<file path="src/mcb_pkg.sv">
// ----------------------------------------------------------------------------
// mcb_pkg: shared types, constants and control store of the maze carver
// Field layouts of the input and result beats, microcode word format and the
// read-only program that sequences every operation.
// ----------------------------------------------------------------------------
package mcb_pkg;

	localparam int MAX_SIDE    = 64;
	localparam int STACK_DEPTH = 1024;
	localparam int ROW_AW      = $clog2(MAX_SIDE);
	localparam int DEPTH_W     = $clog2(STACK_DEPTH);
	localparam int COORD_W     = 6;
	localparam int DEPTH_OUT_W = 10;
	localparam int CFG_IDX_W   = 2;

	typedef logic [COORD_W-1:0]   coord_t;
	typedef logic [MAX_SIDE-1:0]  row_t;
	typedef logic [DEPTH_W-1:0]   depth_t;
	typedef logic [2*COORD_W-1:0] stk_entry_t;

	typedef struct packed {
		logic [1:0] operation;
		logic [1:0] direction;
		coord_t     query_row;
		coord_t     query_col;
	} in_t;

	typedef struct packed {
		logic [2:0]             action;
		coord_t                 cur_row;
		coord_t                 cur_col;
		coord_t                 wall_row;
		coord_t                 wall_col;
		logic [DEPTH_OUT_W-1:0] stack_depth;
		logic                   done_res;
		logic                   cell_open;
	} out_t;

	typedef enum logic [1:0] {
		OP_RESTART = 2'd0,
		OP_STEP    = 2'd1,
		OP_READ    = 2'd2
	} op_t;

	typedef enum logic [1:0] {
		DIR_LEFT  = 2'd0,
		DIR_UP    = 2'd1,
		DIR_RIGHT = 2'd2,
		DIR_DOWN  = 2'd3
	} dir_t;

	typedef enum logic [2:0] {
		ACT_CARVED      = 3'd0,
		ACT_BACKTRACKED = 3'd1,
		ACT_STAYED      = 3'd2,
		ACT_RESTARTED   = 3'd3,
		ACT_CELL_READ   = 3'd4
	} action_t;

	typedef enum logic [CFG_IDX_W-1:0] {
		CFG_WIDTH     = 2'd0,
		CFG_HEIGHT    = 2'd1,
		CFG_START_ROW = 2'd2,
		CFG_START_COL = 2'd3
	} cfg_reg_t;

	typedef enum logic [1:0] {
		MEM_NONE,
		MEM_READ,
		MEM_WRITE,
		MEM_RESTART
	} mem_op_t;

	typedef enum logic [2:0] {
		ROW_TGT,
		ROW_WALL,
		ROW_CUR,
		ROW_UP,
		ROW_DOWN,
		ROW_QUERY,
		ROW_START
	} row_sel_t;

	typedef enum logic [1:0] {
		COL_TGT,
		COL_WALL,
		COL_START
	} col_sel_t;

	typedef enum logic [3:0] {
		DP_NONE,
		DP_LOAD,
		DP_CAP_LR,
		DP_CAP_MID,
		DP_RESTART,
		DP_PUSH,
		DP_POP_RD,
		DP_POP_LD,
		DP_SET_DONE
	} dp_op_t;

	typedef enum logic [2:0] {
		JMP_NEXT,
		JMP_DISPATCH,
		JMP_CARVE,
		JMP_NOT_ALL,
		JMP_DEPTH_ZERO
	} jmp_t;

	typedef enum logic [4:0] {
		U_IDLE,
		U_ST_RDT,
		U_ST_TEST,
		U_NB_RDC,
		U_NB_RDU,
		U_NB_RDD,
		U_NB_TEST,
		U_BT_TEST,
		U_BT_RD,
		U_BT_LD,
		U_BT_ZERO,
		U_STAY,
		U_CV_WT,
		U_CV_RDW,
		U_CV_WW,
		U_RESTART,
		U_RD_Q,
		U_RD_OUT
	} upc_t;

	typedef struct packed {
		mem_op_t  mem_op;
		row_sel_t row_sel;
		col_sel_t col_sel;
		dp_op_t   dp_op;
		jmp_t     jmp;
		upc_t     target;
		logic     finish;
		action_t  res;
	} uword_t;

	typedef struct packed {
		mem_op_t kind;
		coord_t  row;
		coord_t  col;
	} cmap_req_t;

	typedef struct packed {
		logic carve;
		logic nb_all;
		logic depth_zero;
		logic done;
	} cond_t;

	function automatic logic in_side(coord_t v);
		return 9'(v) < 9'(MAX_SIDE);
	endfunction

	function automatic logic bit_of(row_t w, coord_t c);
		return in_side(c) ? w[ROW_AW'(c)] : 1'b0;
	endfunction

	function automatic row_t onehot(coord_t c);
		return row_t'(1'b1) << ROW_AW'(c);
	endfunction

	function automatic uword_t mk(mem_op_t m, row_sel_t r, col_sel_t c, dp_op_t d,
		jmp_t j, upc_t t, logic f, action_t a);
		uword_t w;
		w.mem_op  = m;
		w.row_sel = r;
		w.col_sel = c;
		w.dp_op   = d;
		w.jmp     = j;
		w.target  = t;
		w.finish  = f;
		w.res     = a;
		return w;
	endfunction

	// Control store. A word with finish set returns to U_IDLE once its beat
	// is registered; its jump field is not used.
	function automatic uword_t ucode_rom(upc_t a);
		uword_t w;
		w = mk(MEM_NONE, ROW_TGT, COL_TGT, DP_LOAD, JMP_DISPATCH, U_IDLE, 1'b0,
			ACT_STAYED);
		unique case (a)
			U_IDLE:    w = mk(MEM_NONE, ROW_TGT, COL_TGT, DP_LOAD, JMP_DISPATCH,
				U_IDLE, 1'b0, ACT_STAYED);
			U_ST_RDT:  w = mk(MEM_READ, ROW_TGT, COL_TGT, DP_NONE, JMP_NEXT,
				U_IDLE, 1'b0, ACT_STAYED);
			U_ST_TEST: w = mk(MEM_NONE, ROW_TGT, COL_TGT, DP_NONE, JMP_CARVE,
				U_CV_WT, 1'b0, ACT_STAYED);
			U_NB_RDC:  w = mk(MEM_READ, ROW_CUR, COL_TGT, DP_NONE, JMP_NEXT,
				U_IDLE, 1'b0, ACT_STAYED);
			U_NB_RDU:  w = mk(MEM_READ, ROW_UP, COL_TGT, DP_CAP_LR, JMP_NEXT,
				U_IDLE, 1'b0, ACT_STAYED);
			U_NB_RDD:  w = mk(MEM_READ, ROW_DOWN, COL_TGT, DP_CAP_MID, JMP_NEXT,
				U_IDLE, 1'b0, ACT_STAYED);
			U_NB_TEST: w = mk(MEM_NONE, ROW_TGT, COL_TGT, DP_NONE, JMP_NOT_ALL,
				U_STAY, 1'b0, ACT_STAYED);
			U_BT_TEST: w = mk(MEM_NONE, ROW_TGT, COL_TGT, DP_NONE, JMP_DEPTH_ZERO,
				U_BT_ZERO, 1'b0, ACT_STAYED);
			U_BT_RD:   w = mk(MEM_NONE, ROW_TGT, COL_TGT, DP_POP_RD, JMP_NEXT,
				U_IDLE, 1'b0, ACT_STAYED);
			U_BT_LD:   w = mk(MEM_NONE, ROW_TGT, COL_TGT, DP_POP_LD, JMP_NEXT,
				U_IDLE, 1'b1, ACT_BACKTRACKED);
			U_BT_ZERO: w = mk(MEM_NONE, ROW_TGT, COL_TGT, DP_SET_DONE, JMP_NEXT,
				U_IDLE, 1'b1, ACT_BACKTRACKED);
			U_STAY:    w = mk(MEM_NONE, ROW_TGT, COL_TGT, DP_NONE, JMP_NEXT,
				U_IDLE, 1'b1, ACT_STAYED);
			U_CV_WT:   w = mk(MEM_WRITE, ROW_TGT, COL_TGT, DP_NONE, JMP_NEXT,
				U_IDLE, 1'b0, ACT_STAYED);
			U_CV_RDW:  w = mk(MEM_READ, ROW_WALL, COL_WALL, DP_NONE, JMP_NEXT,
				U_IDLE, 1'b0, ACT_STAYED);
			U_CV_WW:   w = mk(MEM_WRITE, ROW_WALL, COL_WALL, DP_PUSH, JMP_NEXT,
				U_IDLE, 1'b1, ACT_CARVED);
			U_RESTART: w = mk(MEM_RESTART, ROW_START, COL_START, DP_RESTART, JMP_NEXT,
				U_IDLE, 1'b1, ACT_RESTARTED);
			U_RD_Q:    w = mk(MEM_READ, ROW_QUERY, COL_TGT, DP_NONE, JMP_NEXT,
				U_IDLE, 1'b0, ACT_STAYED);
			U_RD_OUT:  w = mk(MEM_NONE, ROW_TGT, COL_TGT, DP_NONE, JMP_NEXT,
				U_IDLE, 1'b1, ACT_CELL_READ);
			default:   w = mk(MEM_NONE, ROW_TGT, COL_TGT, DP_LOAD, JMP_DISPATCH,
				U_IDLE, 1'b0, ACT_STAYED);
		endcase
		return w;
	endfunction

endpackage

</file>
<file path="src/mcb_cell_map.sv">
// ----------------------------------------------------------------------------
// mcb_cell_map: open/wall bitmap of the maze
// Single-port row memory, one row per access, with a valid flop per row so
// that a restart walls the whole grid without a clearing pass.
// ----------------------------------------------------------------------------
module mcb_cell_map (
	input  logic              clk,
	input  logic              arst_n,
	input  mcb_pkg::cmap_req_t req,
	output mcb_pkg::row_t     rd_word
);
	import mcb_pkg::*;

	row_t              mem [MAX_SIDE];
	logic [MAX_SIDE-1:0] valid_q;
	row_t              rd_q;
	logic [ROW_AW-1:0] idx;
	logic              hit_row;
	logic              hit_cell;
	logic              wr_en;
	row_t              wdata;

	assign idx      = ROW_AW'(req.row);
	assign hit_row  = in_side(req.row);
	assign hit_cell = hit_row && in_side(req.col);
	assign wr_en    = ((req.kind == MEM_WRITE) || (req.kind == MEM_RESTART)) && hit_cell;

	// A write merges its bit into the row fetched by the preceding read.
	assign wdata = (req.kind == MEM_RESTART) ? onehot(req.col) : (rd_q | onehot(req.col));

	always_ff @(posedge clk or negedge arst_n) begin
		if (!arst_n) begin
			valid_q <= '0;
		end else if (req.kind == MEM_RESTART) begin
			valid_q <= hit_cell ? onehot(req.row) : '0;
		end else if (wr_en) begin
			valid_q[idx] <= 1'b1;
		end
	end

	always_ff @(posedge clk) begin
		if (wr_en) begin
			mem[idx] <= wdata;
		end
	end

	always_ff @(posedge clk) begin
		if (req.kind == MEM_READ) begin
			rd_q <= (hit_row && valid_q[idx]) ? mem[idx] : '0;
		end
	end

	assign rd_word = rd_q;

endmodule

</file>
<file path="config.mk">
export PLATFORM = sky130hd
export DESIGN_NAME = mcb_cell_map
export DESIGN_NICKNAME = d
export VERILOG_FILES = /design/src/mcb_pkg.sv /design/src/mcb_cell_map.sv
export SDC_FILE = /design/constraint.sdc
export NUM_CORES = 2
export LEC_CHECK = 0
export BUFFER_PORTS_ARGS = -buffer_cell sky130_fd_sc_hd__buf_4
export CORE_ASPECT_RATIO = 1.4
export CORE_MARGIN = 5
export CORE_UTILIZATION = 45
export DETAILED_ROUTE_END_ITERATION = 8
export PLACE_DENSITY_LB_ADDON = 0.12
export SYNTH_ARGS = -nofsm -noshare
export SYNTH_HDL_FRONTEND = slang
export SYNTH_SLANG_ARGS = --single-unit
</file>
<file path="constraint.sdc">
create_clock -name clk -period 6.8 [get_ports clk]
set_clock_uncertainty 0.2 [all_clocks]
set_input_delay 2.04 -clock clk [delete_from_list [all_inputs] [get_ports clk]]
set_output_delay 2.04 -clock clk [all_outputs]
set_load 0.005 [all_outputs]
</file>
==> run metrics <==
sequential cell area fraction in the yosys report ~79%; setup TNS 0 ns; Max stage delay on crit path between 0.5 and 0.6 ns; worst slew pin tran 1.44 ns; number of buffers created by CTS 400; share of the synthesized area in the top cell type ~80%; final setup vio count 0; Clk pwr share ~41%; CP delay by family, top buffers and inverters; total congestion overflow 0; outcome complete, no violations; Slew Viols, Final 0; sw power 11.6 mW; Critical-path top delay cell buf_4; Rows 259; P_leak a little under 60 nW; minimum clock period about 4.9 ns; Final GP Congestion ~0.8; Worst EP required about 7.3 ns; total track usage 26.5%; Synth area leader edfxtp_1; synthesized flop and latch total roughly 4200; top cells by area, synth edfxtp_1 (78%), mux4_2 (15%), mux2i_1 (1.6%), o22ai_1 (1.0%), dfrtp_1 (1.0%); crit path capture type flip-flop; area added between synthesis and finish 13.5%; switching share of power 21.5%; critical path type in2reg; via count roughly 78000; mean routed wirelength per cell a little under 40 µm; vias in the first global route between 80000 and 90000; CTS tree built; Core ar. roughly 0.36 mm²; Hold WC Path Type reg2reg; metal3 WL between 30000 and 40000 µm; Pwr Total ~54 mW; die height just over 700 µm; period utilisation layout between 70% and 80%; Power Dens Cells roughly 300 mW/mm²; maximum vdd drop ~220 µV; Comb pwr share about 5%; first-pass GRT wire length 673000 µm; Starting Density a little under half; fmax slightly above 0.2 GHz; clock-pin slew on the worst setup and hold paths ~0.060 ns; Clock Tree Buf Depth 4; Metal-1 WL approximately 180000 µm; H-tree Lvls 5; Syn Std Cell Area between 0.15 and 0.2 mm²; Die ar. around 0.37 mm²; CP Launch Type primary input; RSZ-0062 raised after global routing no; ANT nets after route 0; clock root buffer clkbuf_16; residual DRC count 0; Hold Vio Cnt, Final 0; syn_nets between 6000 and 7000; CP cell instances buf_8 -> buf_4 -> buf_12 -> mux4_2 -> mux2i_1 -> a22oi_1 -> nand2_1 -> nor3_2; internal cell power about 42 mW; drt pass-1 iters 5; Post-CTS Repair Setup Buffers 0; number of top-level pins 80; Worst Path Max Fanout 90; Hold Buf Count CTS 0; placed wire-length estimate 262000 µm; Data arrival, critical path 5.42 ns; Skew-Pair Late Insertion Delay ~0.96 ns; Post-Synthesis Cells just under 7000; # clock sinks around 4200; final WL between 400000 and 500000 µm; Syn Area/Cell roughly 23 µm²; Top Layer Used met5; sequential power share about 54%; die span in x ~510 µm; Bufs and invs on worst path 3; # resized after CTS 0; post-synth cell types 40; metal2 WL between 200000 and 250000 µm; PortBufs a little under 80; Syn. warnings 0; max-cap violation count 0; 1st-iter DRT viols between 9000 and 10000; Via density between 6 and 7; Net count, final 7367; Rel. slew slack 4.26%; largest net degree at the start of global routing about 110; initial antenna violation count 20; layout cells sized above 1 between 20% and 30%
[through the flow]
stage                     setup WS, ns  std cells  hold WS (ns)  cell area, µm²  utilization, %
after floorplan                  0.139       6930         0.244          160000               -
after global placement           0.992      11647         0.253          169000            47.7
after detailed placement         0.986      11647         0.262          169000            47.7
after CTS                         1.99      12370         0.276          182000            51.3
after global routing              1.89      12372         0.288          182000            51.3
final                             1.86      12376         0.275          182000            51.3
[synthesized netlist by cell type (all sizes together)]
master      n
nor3       70
nor4b       1
nand3      13
nand2     179
or2         5
nor2      202
clkbuf    133
nor2b      13
and2        4
o32ai       2
a32oi       2
a21o       64
a22o       45
or3         1
and3b       1
o21ai      25
dfrtp      64
nor3b       1
edfxtp   4160
a31oi       2
a22oi     125
o22ai     260
nand2b      9
inv         2
nand4       2
mux2i     261
nand3b      3
buf       238
a211oi      1
a21oi       2
a2111oi     1
mux4     1036
nor4        3
[per-layer routing]
| layer | vias to the layer above | track usage (%) |
|---|---|---|
| met2 | 3455 | 45.2 |
| li1 | 30442 | - |
| met5 | - | 0 |
| met4 | 12 | 10.6 |
| met3 | 849 | 3.80 |
| met1 | 43719 | 34.5 |
[layout by cell type (no fill, tap or decap), types with 5 or more instances in the layout]
cell	synthesis	layout
edfxtp_1	4160	4160
mux4_2	1036	1036
clkbuf_16	0	409
buf_4	53	299
mux2i_1	261	261
o22ai_1	260	260
nand2_1	179	172
nor2_1	202	137
a22oi_1	125	125
clkinv_1	0	95
buf_12	1	88
clkbuf_1	133	85
clkinv_2	0	68
nor3_2	59	64
nor2_4	0	64
a21o_1	64	64
dfrtp_1	64	64
bufinv_16	0	38
a22o_1	45	36
o21ai_4	0	20
nand3_1	12	10
nor2b_1	13	9
nand2b_1	9	9
a22o_2	0	9
clkinvlp_4	0	9
nand2_4	0	7
diode_2	0	6
nor3_1	11	6
inv_6	0	6
clkinv_8	0	6
o21ai_0	25	5
or2_2	5	5
[worst paths after layout]
kind	from	cells after the start	to	slack [ns]
max	req[7]	8	rd_word[18]	1.86
min	valid_q[55]	1	valid_q[55]	0.27
max reg2reg	valid_q[16]	7	rd_word[21]	3.82
min reg2reg	valid_q[55]	1	valid_q[55]	0.27
max in group asynchronous	arst_n	1	valid_q[28]	4.80
min in group asynchronous	arst_n	1	valid_q[63]	1.02
[power by group through the flow]
stage | logic (mW) | clock network [mW] | registers [mW]
2_1_floorplan | 1.65 | 0 | 29.6
3_3_place_gp | 2.64 | 0 | 29.6
3_5_place_dp | 2.70 | 0 | 29.6
4_1_cts | 2.70 | 22.5 | 29.1
5_1_grt | 2.83 | 23.6 | 29.1
6_report | 2.69 | 22.2 | 29.1
[state kept, by name (all words and copies together), names as in the netlist]
signal,count
mem,4096
rd_word,64
valid_q,64
[cell type report]
class	instances	area (µm²)
Tap cell	4698	5880
Inverter	2	7.51
Antenna cell	6	15.0
Timing Repair Buffer	390	4060
Sequential cell	4224	127000
Clock buffer	494	10600
Clock inverter	229	2180
Multi-Input combinational cell	2333	32900
Fill cell	27892	173000
[cell families after synthesis]
family	share of synthesized area, %
buf+inv	1.15
compound gates	2.27
mux	16.2
flops	78.9
simple gates	1.52
[worst register-to-register path, delay by kind of cell, from the launching register on]
family	cells	cell delay, ns
compound gates	1	0.20
simple gates	4	0.93
flops	1	0.39
buf+inv	1	0.52
mux	1	0.49
Power figures use the tool's default switching activity.
