===== src/mcb_pkg.sv =====
// ----------------------------------------------------------------------------
// mcb_pkg: shared types, constants and control store of the maze carver
// Field layouts of the input and result beats, microcode word format and the
// read-only program that sequences every operation.
// ----------------------------------------------------------------------------
package mcb_pkg;

	localparam int MAX_SIDE    = 64;
	localparam int STACK_DEPTH = 1024;
	localparam int ROW_AW      = $clog2(MAX_SIDE);
	localparam int DEPTH_W     = $clog2(STACK_DEPTH);
	localparam int COORD_W     = 6;
	localparam int DEPTH_OUT_W = 10;
	localparam int CFG_IDX_W   = 2;

	typedef logic [COORD_W-1:0]   coord_t;
	typedef logic [MAX_SIDE-1:0]  row_t;
	typedef logic [DEPTH_W-1:0]   depth_t;
	typedef logic [2*COORD_W-1:0] stk_entry_t;

	typedef struct packed {
		logic [1:0] operation;
		logic [1:0] direction;
		coord_t     query_row;
		coord_t     query_col;
	} in_t;

	typedef struct packed {
		logic [2:0]             action;
		coord_t                 cur_row;
		coord_t                 cur_col;
		coord_t                 wall_row;
		coord_t                 wall_col;
		logic [DEPTH_OUT_W-1:0] stack_depth;
		logic                   done_res;
		logic                   cell_open;
	} out_t;

	typedef enum logic [1:0] {
		OP_RESTART = 2'd0,
		OP_STEP    = 2'd1,
		OP_READ    = 2'd2
	} op_t;

	typedef enum logic [1:0] {
		DIR_LEFT  = 2'd0,
		DIR_UP    = 2'd1,
		DIR_RIGHT = 2'd2,
		DIR_DOWN  = 2'd3
	} dir_t;

	typedef enum logic [2:0] {
		ACT_CARVED      = 3'd0,
		ACT_BACKTRACKED = 3'd1,
		ACT_STAYED      = 3'd2,
		ACT_RESTARTED   = 3'd3,
		ACT_CELL_READ   = 3'd4
	} action_t;

	typedef enum logic [CFG_IDX_W-1:0] {
		CFG_WIDTH     = 2'd0,
		CFG_HEIGHT    = 2'd1,
		CFG_START_ROW = 2'd2,
		CFG_START_COL = 2'd3
	} cfg_reg_t;

	typedef enum logic [1:0] {
		MEM_NONE,
		MEM_READ,
		MEM_WRITE,
		MEM_RESTART
	} mem_op_t;

	typedef enum logic [2:0] {
		ROW_TGT,
		ROW_WALL,
		ROW_CUR,
		ROW_UP,
		ROW_DOWN,
		ROW_QUERY,
		ROW_START
	} row_sel_t;

	typedef enum logic [1:0] {
		COL_TGT,
		COL_WALL,
		COL_START
	} col_sel_t;

	typedef enum logic [3:0] {
		DP_NONE,
		DP_LOAD,
		DP_CAP_LR,
		DP_CAP_MID,
		DP_RESTART,
		DP_PUSH,
		DP_POP_RD,
		DP_POP_LD,
		DP_SET_DONE
	} dp_op_t;

	typedef enum logic [2:0] {
		JMP_NEXT,
		JMP_DISPATCH,
		JMP_CARVE,
		JMP_NOT_ALL,
		JMP_DEPTH_ZERO
	} jmp_t;

	typedef enum logic [4:0] {
		U_IDLE,
		U_ST_RDT,
		U_ST_TEST,
		U_NB_RDC,
		U_NB_RDU,
		U_NB_RDD,
		U_NB_TEST,
		U_BT_TEST,
		U_BT_RD,
		U_BT_LD,
		U_BT_ZERO,
		U_STAY,
		U_CV_WT,
		U_CV_RDW,
		U_CV_WW,
		U_RESTART,
		U_RD_Q,
		U_RD_OUT
	} upc_t;

	typedef struct packed {
		mem_op_t  mem_op;
		row_sel_t row_sel;
		col_sel_t col_sel;
		dp_op_t   dp_op;
		jmp_t     jmp;
		upc_t     target;
		logic     finish;
		action_t  res;
	} uword_t;

	typedef struct packed {
		mem_op_t kind;
		coord_t  row;
		coord_t  col;
	} cmap_req_t;

	typedef struct packed {
		logic carve;
		logic nb_all;
		logic depth_zero;
		logic done;
	} cond_t;

	function automatic logic in_side(coord_t v);
		return 9'(v) < 9'(MAX_SIDE);
	endfunction

	function automatic logic bit_of(row_t w, coord_t c);
		return in_side(c) ? w[ROW_AW'(c)] : 1'b0;
	endfunction

	function automatic row_t onehot(coord_t c);
		return row_t'(1'b1) << ROW_AW'(c);
	endfunction

	function automatic uword_t mk(mem_op_t m, row_sel_t r, col_sel_t c, dp_op_t d,
		jmp_t j, upc_t t, logic f, action_t a);
		uword_t w;
		w.mem_op  = m;
		w.row_sel = r;
		w.col_sel = c;
		w.dp_op   = d;
		w.jmp     = j;
		w.target  = t;
		w.finish  = f;
		w.res     = a;
		return w;
	endfunction

	// Control store. A word with finish set returns to U_IDLE once its beat
	// is registered; its jump field is not used.
	function automatic uword_t ucode_rom(upc_t a);
		uword_t w;
		w = mk(MEM_NONE, ROW_TGT, COL_TGT, DP_LOAD, JMP_DISPATCH, U_IDLE, 1'b0,
			ACT_STAYED);
		unique case (a)
			U_IDLE:    w = mk(MEM_NONE, ROW_TGT, COL_TGT, DP_LOAD, JMP_DISPATCH,
				U_IDLE, 1'b0, ACT_STAYED);
			U_ST_RDT:  w = mk(MEM_READ, ROW_TGT, COL_TGT, DP_NONE, JMP_NEXT,
				U_IDLE, 1'b0, ACT_STAYED);
			U_ST_TEST: w = mk(MEM_NONE, ROW_TGT, COL_TGT, DP_NONE, JMP_CARVE,
				U_CV_WT, 1'b0, ACT_STAYED);
			U_NB_RDC:  w = mk(MEM_READ, ROW_CUR, COL_TGT, DP_NONE, JMP_NEXT,
				U_IDLE, 1'b0, ACT_STAYED);
			U_NB_RDU:  w = mk(MEM_READ, ROW_UP, COL_TGT, DP_CAP_LR, JMP_NEXT,
				U_IDLE, 1'b0, ACT_STAYED);
			U_NB_RDD:  w = mk(MEM_READ, ROW_DOWN, COL_TGT, DP_CAP_MID, JMP_NEXT,
				U_IDLE, 1'b0, ACT_STAYED);
			U_NB_TEST: w = mk(MEM_NONE, ROW_TGT, COL_TGT, DP_NONE, JMP_NOT_ALL,
				U_STAY, 1'b0, ACT_STAYED);
			U_BT_TEST: w = mk(MEM_NONE, ROW_TGT, COL_TGT, DP_NONE, JMP_DEPTH_ZERO,
				U_BT_ZERO, 1'b0, ACT_STAYED);
			U_BT_RD:   w = mk(MEM_NONE, ROW_TGT, COL_TGT, DP_POP_RD, JMP_NEXT,
				U_IDLE, 1'b0, ACT_STAYED);
			U_BT_LD:   w = mk(MEM_NONE, ROW_TGT, COL_TGT, DP_POP_LD, JMP_NEXT,
				U_IDLE, 1'b1, ACT_BACKTRACKED);
			U_BT_ZERO: w = mk(MEM_NONE, ROW_TGT, COL_TGT, DP_SET_DONE, JMP_NEXT,
				U_IDLE, 1'b1, ACT_BACKTRACKED);
			U_STAY:    w = mk(MEM_NONE, ROW_TGT, COL_TGT, DP_NONE, JMP_NEXT,
				U_IDLE, 1'b1, ACT_STAYED);
			U_CV_WT:   w = mk(MEM_WRITE, ROW_TGT, COL_TGT, DP_NONE, JMP_NEXT,
				U_IDLE, 1'b0, ACT_STAYED);
			U_CV_RDW:  w = mk(MEM_READ, ROW_WALL, COL_WALL, DP_NONE, JMP_NEXT,
				U_IDLE, 1'b0, ACT_STAYED);
			U_CV_WW:   w = mk(MEM_WRITE, ROW_WALL, COL_WALL, DP_PUSH, JMP_NEXT,
				U_IDLE, 1'b1, ACT_CARVED);
			U_RESTART: w = mk(MEM_RESTART, ROW_START, COL_START, DP_RESTART, JMP_NEXT,
				U_IDLE, 1'b1, ACT_RESTARTED);
			U_RD_Q:    w = mk(MEM_READ, ROW_QUERY, COL_TGT, DP_NONE, JMP_NEXT,
				U_IDLE, 1'b0, ACT_STAYED);
			U_RD_OUT:  w = mk(MEM_NONE, ROW_TGT, COL_TGT, DP_NONE, JMP_NEXT,
				U_IDLE, 1'b1, ACT_CELL_READ);
			default:   w = mk(MEM_NONE, ROW_TGT, COL_TGT, DP_LOAD, JMP_DISPATCH,
				U_IDLE, 1'b0, ACT_STAYED);
		endcase
		return w;
	endfunction

endpackage


===== src/mcb_sequencer.sv =====
// ----------------------------------------------------------------------------
// mcb_sequencer: micro-program counter and control store
// Fetches one control word per cycle unless a stalled beat holds it,
// dispatches on the accepted operation and branches on datapath flags.
// ----------------------------------------------------------------------------
module mcb_sequencer (
	input  logic            clk,
	input  logic            arst_n,
	input  logic            in_valid,
	input  logic [1:0]      in_op,
	input  mcb_pkg::cond_t  cond,
	input  logic            out_busy,
	output mcb_pkg::uword_t ctrl,
	output logic            en,
	output logic            in_stall
);
	import mcb_pkg::*;

	upc_t   upc_q;
	upc_t   upc_d;
	uword_t uw;
	upc_t   upc_inc;

	always_ff @(posedge clk or negedge arst_n) begin
		if (!arst_n) begin
			upc_q <= U_IDLE;
		end else begin
			upc_q <= upc_d;
		end
	end

	always_comb begin
		uw       = ucode_rom(upc_q);
		upc_inc  = upc_t'(upc_q + 5'd1);
		// A finishing word waits while the previous beat is still held.
		en       = !(uw.finish && out_busy);
		in_stall = (upc_q != U_IDLE);
		upc_d    = upc_q;
		if (!en) begin
			upc_d = upc_q;
		end else if (uw.finish) begin
			upc_d = U_IDLE;
		end else begin
			unique case (uw.jmp)
				JMP_NEXT:       upc_d = upc_inc;
				JMP_DISPATCH: begin
					if (!in_valid) begin
						upc_d = U_IDLE;
					end else begin
						unique case (in_op)
							OP_RESTART: upc_d = U_RESTART;
							OP_STEP:    upc_d = cond.done ? U_STAY : U_ST_RDT;
							OP_READ:    upc_d = U_RD_Q;
							default:    upc_d = U_STAY;
						endcase
					end
				end
				JMP_CARVE:      upc_d = cond.carve ? uw.target : upc_inc;
				JMP_NOT_ALL:    upc_d = !cond.nb_all ? uw.target : upc_inc;
				JMP_DEPTH_ZERO: upc_d = cond.depth_zero ? uw.target : upc_inc;
				default:        upc_d = U_IDLE;
			endcase
		end
		ctrl = uw;
	end

endmodule


===== config.mk =====
export PLATFORM = sky130hd
export DESIGN_NAME = mcb_sequencer
export DESIGN_NICKNAME = d
export VERILOG_FILES = /design/src/mcb_pkg.sv /design/src/mcb_sequencer.sv
export SDC_FILE = /design/constraint.sdc
export NUM_CORES = 1
export LEC_CHECK = 0
export BUFFER_PORTS_ARGS = -buffer_cell sky130_fd_sc_hd__buf_4
export CAP_MARGIN = 20
export CORE_MARGIN = 5
export CORE_UTILIZATION = 54
export DETAILED_ROUTE_END_ITERATION = 8
export HOLD_SLACK_MARGIN = 0.05
export PLACE_DENSITY = 0.82
export SETUP_SLACK_MARGIN = 0.3
export SYNTH_ARGS = -nofsm -noshare
export SYNTH_HDL_FRONTEND = slang
export SYNTH_SLANG_ARGS = --single-unit

===== constraint.sdc =====
create_clock -name clk -period 4.19 [get_ports clk]
set_clock_uncertainty 0.1 [all_clocks]
set_input_delay 0.6285 -clock clk [delete_from_list [all_inputs] [get_ports clk]]
set_output_delay 0.6285 -clock clk [all_outputs]
set_load 0.01 [all_outputs]

==> results of run 1 <==
layout make-up:
class                           instances  area, um2  share of cell area
Inverter                                8      30.03             0.02353
Timing Repair Buffer                   33      247.7              0.1941
Tap cell                               25      31.28             0.02451
Clock buffer                            4      26.28             0.02059
Multi-Input combinational cell        109      815.8              0.6392
Sequential cell                         5      125.1             0.09804
placed cells by master (no fill, tap or decap), drive strengths merged, types with 4 or more instances in the layout:
| cell | n |
|---|---|
| a21oi | 5 |
| and2 | 7 |
| buf | 33 |
| clkbuf | 4 |
| dfrtp | 5 |
| ha | 9 |
| inv | 8 |
| mux2i | 6 |
| nand2 | 9 |
| nand2b | 4 |
| nor2 | 12 |
| o21ai | 9 |
path summary, 6_finish.rpt:
check | cells past startpoint | start | slack [ns] | end
max | 7 | upc_q[1] | 1.16 | en
min reg2reg | 2 | upc_q[0] | 0.68 | upc_q[0]
min in group clk | 2 | upc_q[0] | 0.68 | upc_q[0]
min | 1 | arst_n | 0.08 | upc_q[0]
max reg2reg | 6 | upc_q[2] | 1.52 | upc_q[2]
max in group asynchronous | 1 | arst_n | 3.80 | upc_q[1]
power by group:
group          switching [mW]  leakage (nW)  total, mW  internal, mW
sequential             0.0827        0.0644      0.152        0.0690
clock                  0.0171        0.0150     0.0529        0.0358
combinational           0.416         0.524      0.764         0.348
Yosys cell counts, drive strengths merged (2+ instances only):
master   n  area share
a211o    2       0.017
a21o     3       0.022
a21oi    5       0.036
a22oi    2       0.015
a31oi    2       0.012
and2     7       0.043
buf      7       0.040
clkbuf   2      0.0074
dfrtp    5        0.12
ha       9        0.11
inv      8       0.029
mux2i    6       0.059
nand2    9       0.033
nand2b   4       0.032
nand3    3       0.015
nor2    12       0.047
nor2b    3       0.021
nor3     3       0.020
nor3b    2       0.020
nor4     3       0.018
nor4b    3       0.032
o21ai    9       0.044
o221ai   2       0.029
o31a     2       0.017
o31ai    2       0.015
or2      2       0.012
or4b     2       0.027
cell families after synthesis:
| family | Yosys count | synth area share |
|---|---|---|
| other cells | 1 | 0.003677 |
| mux | 6 | 0.05890 |
| fa+ha+maj | 9 | 0.1104 |
| xor+xnor | 1 | 0.008591 |
| compound gates | 34 | 0.2577 |
| buf+inv | 17 | 0.07730 |
| simple gates | 58 | 0.3608 |
| flops | 5 | 0.1227 |
routing by layer:
metal / global-route usage / vias to the layer above / wire length [um]
met1: 0.2843 / 518 / 1210
met5: 0 / - / 0
met3: 0.03380 / 4 / 155
li1: - / 530 / -
met4: 0.1106 / 0 / 39
met2: 0.3673 / 40 / 1545
through the flow:
step,power (mW),area [um2]
2_1_floorplan,0.6560,1020
3_3_place_gp,0.8850,1250
3_5_place_dp,0.9120,1250
4_1_cts,0.9687,1276
5_1_grt,1.053,1276
6_report,0.9688,1276
==> impl_metrics.toml, run 1 <==
[sta]
setup_violations = 0
min_period_ns = 3.031
final_hold_viol_count = 0
fmax_mhz = 329.9
finalCritPeriodShare = 0.7234
slew_headroom = 0.4946
rsz0062_at_grt = "false"
fin_ws_ns = 1.159
drv_slew = 0
setup_tns_ns = 0
worst_pin_slew_ns = 0.7581
whs_ns = 0.08438

[critical_path]
path_cells = "inv_1 -> ha_1 -> nor4bb_2 -> a211o_1 -> and2_1 -> inv_1 -> buf_4"
path_class = "register to primary output"
required_ns = 3.46
cp_top_family = "buffers and inverters"
slowest_delay_ns = 0.45
cp.arrival_ns = 2.30
cp_num_buf_inv = 3
crit_path_max_fanout = 7
start_kind = "register"
cp-end-kind = "primary output"
critPathSlowestCell = "dfrtp_1"
crit_path_frequent_cell = "inv_1"

[synth]
ys.flop_type = "dfrtp_1"
synth_edf_count = 0
synth_area_mm2 = 0.001020
synthArstFlopShare = 1.000
netlist-cell-type-count = 52
yosys_warnings = 0
ys_seq_elements = 5
syn_area_per_cell_um2 = 7.784
syn_nets = 150
seq_area_frac_synth = 0.1227
synth_cells = 131

[final_layout]
top_regs = "upc_q (5)"
instances_no_fill = 184
drive_above_1_share = 0.3208
largest_register_ff_count = 5
nets = 179
n_antenna_cell = 0
areaGrowthSynthToFinish_pct = 25.15
top_register = "upc_q"
num-fill-cells = 159
utilization = 0.7234

[min_path]
hold_path.class = "primary input to asynchronous set/reset pin"

[placed_design]
dp_hpwl_um = 2338
place_congestion = 0.9372
port_buffers = 33
post-place-ws_ns = 1.440
dp.cells = 180

[grt]
grt.overflow.total = 0
grt_pass1_wl_um = 4678
antenna_found_initial = 0
first_global_vias = 989
grtUsageTotal = 0.2256
grt_max_degree = 25

[clock_network]
clkLatencyLatePin_ns = 0.24
cts_hold_buf = 0
clockRootBuffer = "clkbuf_4"
clk_path_buf_depth = 2
tritoncts = "done"
numCtsBuffers = 3
cts.clk_slew.worst_paths_ns = 0.04
cts.sinks = 5
cts_setup_buffers = 0
cts_resized = 0
h-tree-depth = 1

[power]
p_leak_nw = 0.6030
ir_drop_uv = 491.0
p_per_area_mw_per_mm2 = 759.1

[floorplan]
die_area_mm2 = 0.002857
rows = 15
ios = 35
die_x_um = 53.46
die_y_um = 53.46
start_util = 0.5780
core_area_mm2 = 0.001764

[routing]
vias = 1092
ant_nets = 0
drcViolationCount = 0
via_per_inst = 5.935
wl_um = 2951
routedWlPerCell_um = 16.04
first_pass_iters = 4
first_iter_violations = 38

[status]
status = "finished clean"

[run]
maxCapViolCount = 0
(Power assumes the default switching activity.)
==> inputs of run 2 (changes only) <==
--- a/config.mk
+++ b/config.mk
@@ -8,10 +8,10 @@
 export BUFFER_PORTS_ARGS = -buffer_cell sky130_fd_sc_hd__buf_4
 export CAP_MARGIN = 20
 export CORE_MARGIN = 5
-export CORE_UTILIZATION = 54
+export CORE_UTILIZATION = 45
 export DETAILED_ROUTE_END_ITERATION = 8
 export HOLD_SLACK_MARGIN = 0.05
-export PLACE_DENSITY = 0.82
+export PLACE_DENSITY = 0.73
 export SETUP_SLACK_MARGIN = 0.3
 export SYNTH_ARGS = -nofsm -noshare
 export SYNTH_HDL_FRONTEND = slang
==> constraint.sdc (replaced) <==
create_clock -name clk -period 2.6 [get_ports clk]
set_clock_uncertainty 0.1 [all_clocks]
set_input_delay 0.39 -clock clk [delete_from_list [all_inputs] [get_ports clk]]
set_output_delay 0.39 -clock clk [all_outputs]
set_load 0.01 [all_outputs]
==> run 2 against run 1 <==
Against the previous run: critical path type is now register to register; largest power group unchanged; first-iteration DRC count grew 18%; sequential cell count is the same; final area up 16%; global-route usage fell by 3.6 points.
==> impl_metrics.toml, run 2 (synthesis gave the netlist of run 1 again) <==
[sta]
whs_ns = 0.3802
fmax_mhz = 434.1
worst_pin_slew_ns = 0.4944
final_hold_viol_count = 0
fin_ws_ns = 0.2965
drv_slew = 0
slew_headroom = 0.6658
finalCritPeriodShare = 0.8860
rsz0062_at_grt = "true"
setup_violations = 0
setup_tns_ns = 0
min_period_ns = 2.303

[critical_path]
critPathSlowestCell = "or4b_4"
cp.arrival_ns = 2.35
path_cells = "ha_4 -> ha_2 -> or4b_4 -> nor3b_2 -> a211oi_1 -> buf_4 -> nand2b_4 -> o221ai_2"
cp-end-kind = "register"
regToRegSetupSlack_ns = 0.30
path_class = "register to register"
crit_path_max_fanout = 5
required_ns = 2.65
startpoint = "upc_q[0]"
r2r-start = "upc_q[0]"
start_kind = "register"
slowest_delay_ns = 0.50

[routing]
first_iter_violations = 45
vias = 1182
first_pass_iters = 5
routedWlPerCell_um = 16.17
drcViolationCount = 0
ant_nets = 0
wl_um = 3282
via_per_inst = 5.823

[grt]
grt_max_degree = 21
antenna_found_initial = 0
grt_util_met2 = 0.3210
gr-max-usage-layer = "met2"
first_global_vias = 1071
use_met3 = 0.02262
grt.overflow.total = 0
grt_pass1_wl_um = 5126
met1_usage = 0.2473
grtUsageTotal = 0.1898

[clock_network]
clockRootBuffer = "clkbuf_4"
cts.sinks = 5
clkLatencyLatePin_ns = 0.23
numCtsBuffers = 3
h-tree-depth = 1
clk_path_buf_depth = 2
tritoncts = "done"
cts.clk_slew.worst_paths_ns = 0.04

[final_layout]
n_antenna_cell = 0
largest_register_ff_count = 5
layout_commonest_cell = "buf_4"
final_cell_mix = "buf_4, nor2_1, nand2_1"
top_register = "upc_q"
drive_above_1_share = 0.4629
nets = 195
top_regs = "upc_q (5)"
areaGrowthSynthToFinish_pct = 44.91
num-fill-cells = 174
instances_no_fill = 203

[placed_design]
dp.cells = 192
post-place-ws_ns = 0.1964
place_congestion = 0.8745
dp_hpwl_um = 2438
port_buffers = 33

[run]
maxCapViolCount = 0

[floorplan]
die_area_mm2 = 0.003318
ios = 35
rows = 17
die_y_um = 57.61
die_x_um = 57.61
core_area_mm2 = 0.002191
start_util = 0.4654

[power]
p_leak_nw = 0.6779
p_per_area_mw_per_mm2 = 1237
ir_drop_uv = 903.1

[status]
status = "finished clean"

[min_path]
hold_path.class = "primary input to asynchronous set/reset pin"
## run 2: cell count changes in the layout (fill, tap and decap cells not counted), sizes merged
| cell | change |
|---|---|
| dlygate4sd3 | +1 |
| clkinvlp | +1 |
| inv | -1 |
| buf | +15 |
## run 2: where the power goes
group,switching [mW],internal (mW)
logic,0.799,0.727
registers,0.0965,0.121
clock network,0.0276,0.0577
## run 2: worst paths after layout
check,cells past startpoint,to
max reg2reg,8,upc_q[1]
max in group asynchronous,2,upc_q[3]
min reg2reg,2,upc_q[0]
min,2,upc_q[3]
max,8,upc_q[1]
min in group clk,4,upc_q[4]
## run 2: timing repair
action,in CTS,in global routing
hold buffers,1,0
endpoints found under the setup margin,12,9
gates resized for setup,10,13
pin swaps,1,2
endpoints found under the hold margin,5,0
buffers inserted,2,4
## run 2: through the flow
step                      power, mW  area, um2    util
after floorplan               1.057       1020       -
after global placement        1.523       1321  0.6031
after detailed placement      1.546       1321  0.6031
after CTS                     1.699       1398  0.6379
after global routing          1.977       1478  0.6745
final                         1.828       1478  0.6745
## run 2: final cells by class
class / instances / area [um2] / share of cell area
Multi-Input combinational cell: 109 / 874.6 / 0.5919
Tap cell: 28 / 35.03 / 0.02371
Inverter: 8 / 38.79 / 0.02625
Clock buffer: 4 / 26.28 / 0.01778
Timing Repair Buffer: 49 / 370.4 / 0.2506
Sequential cell: 5 / 132.6 / 0.08975
## run 2: worst max-delay path: cells and delay by family, from the launching register on
family,cells,cell delay [ns]
simple gates,3,0.85
buf+inv,1,0.16
fa+ha+maj,2,0.40
compound gates,2,0.23
flops,1,0.47
## run 2: routing by layer
metal	vias up	part of all wire
met4	0	0.011
met2	53	0.50
met3	4	0.073
met5	-	0
met1	562	0.41
li1	563	-
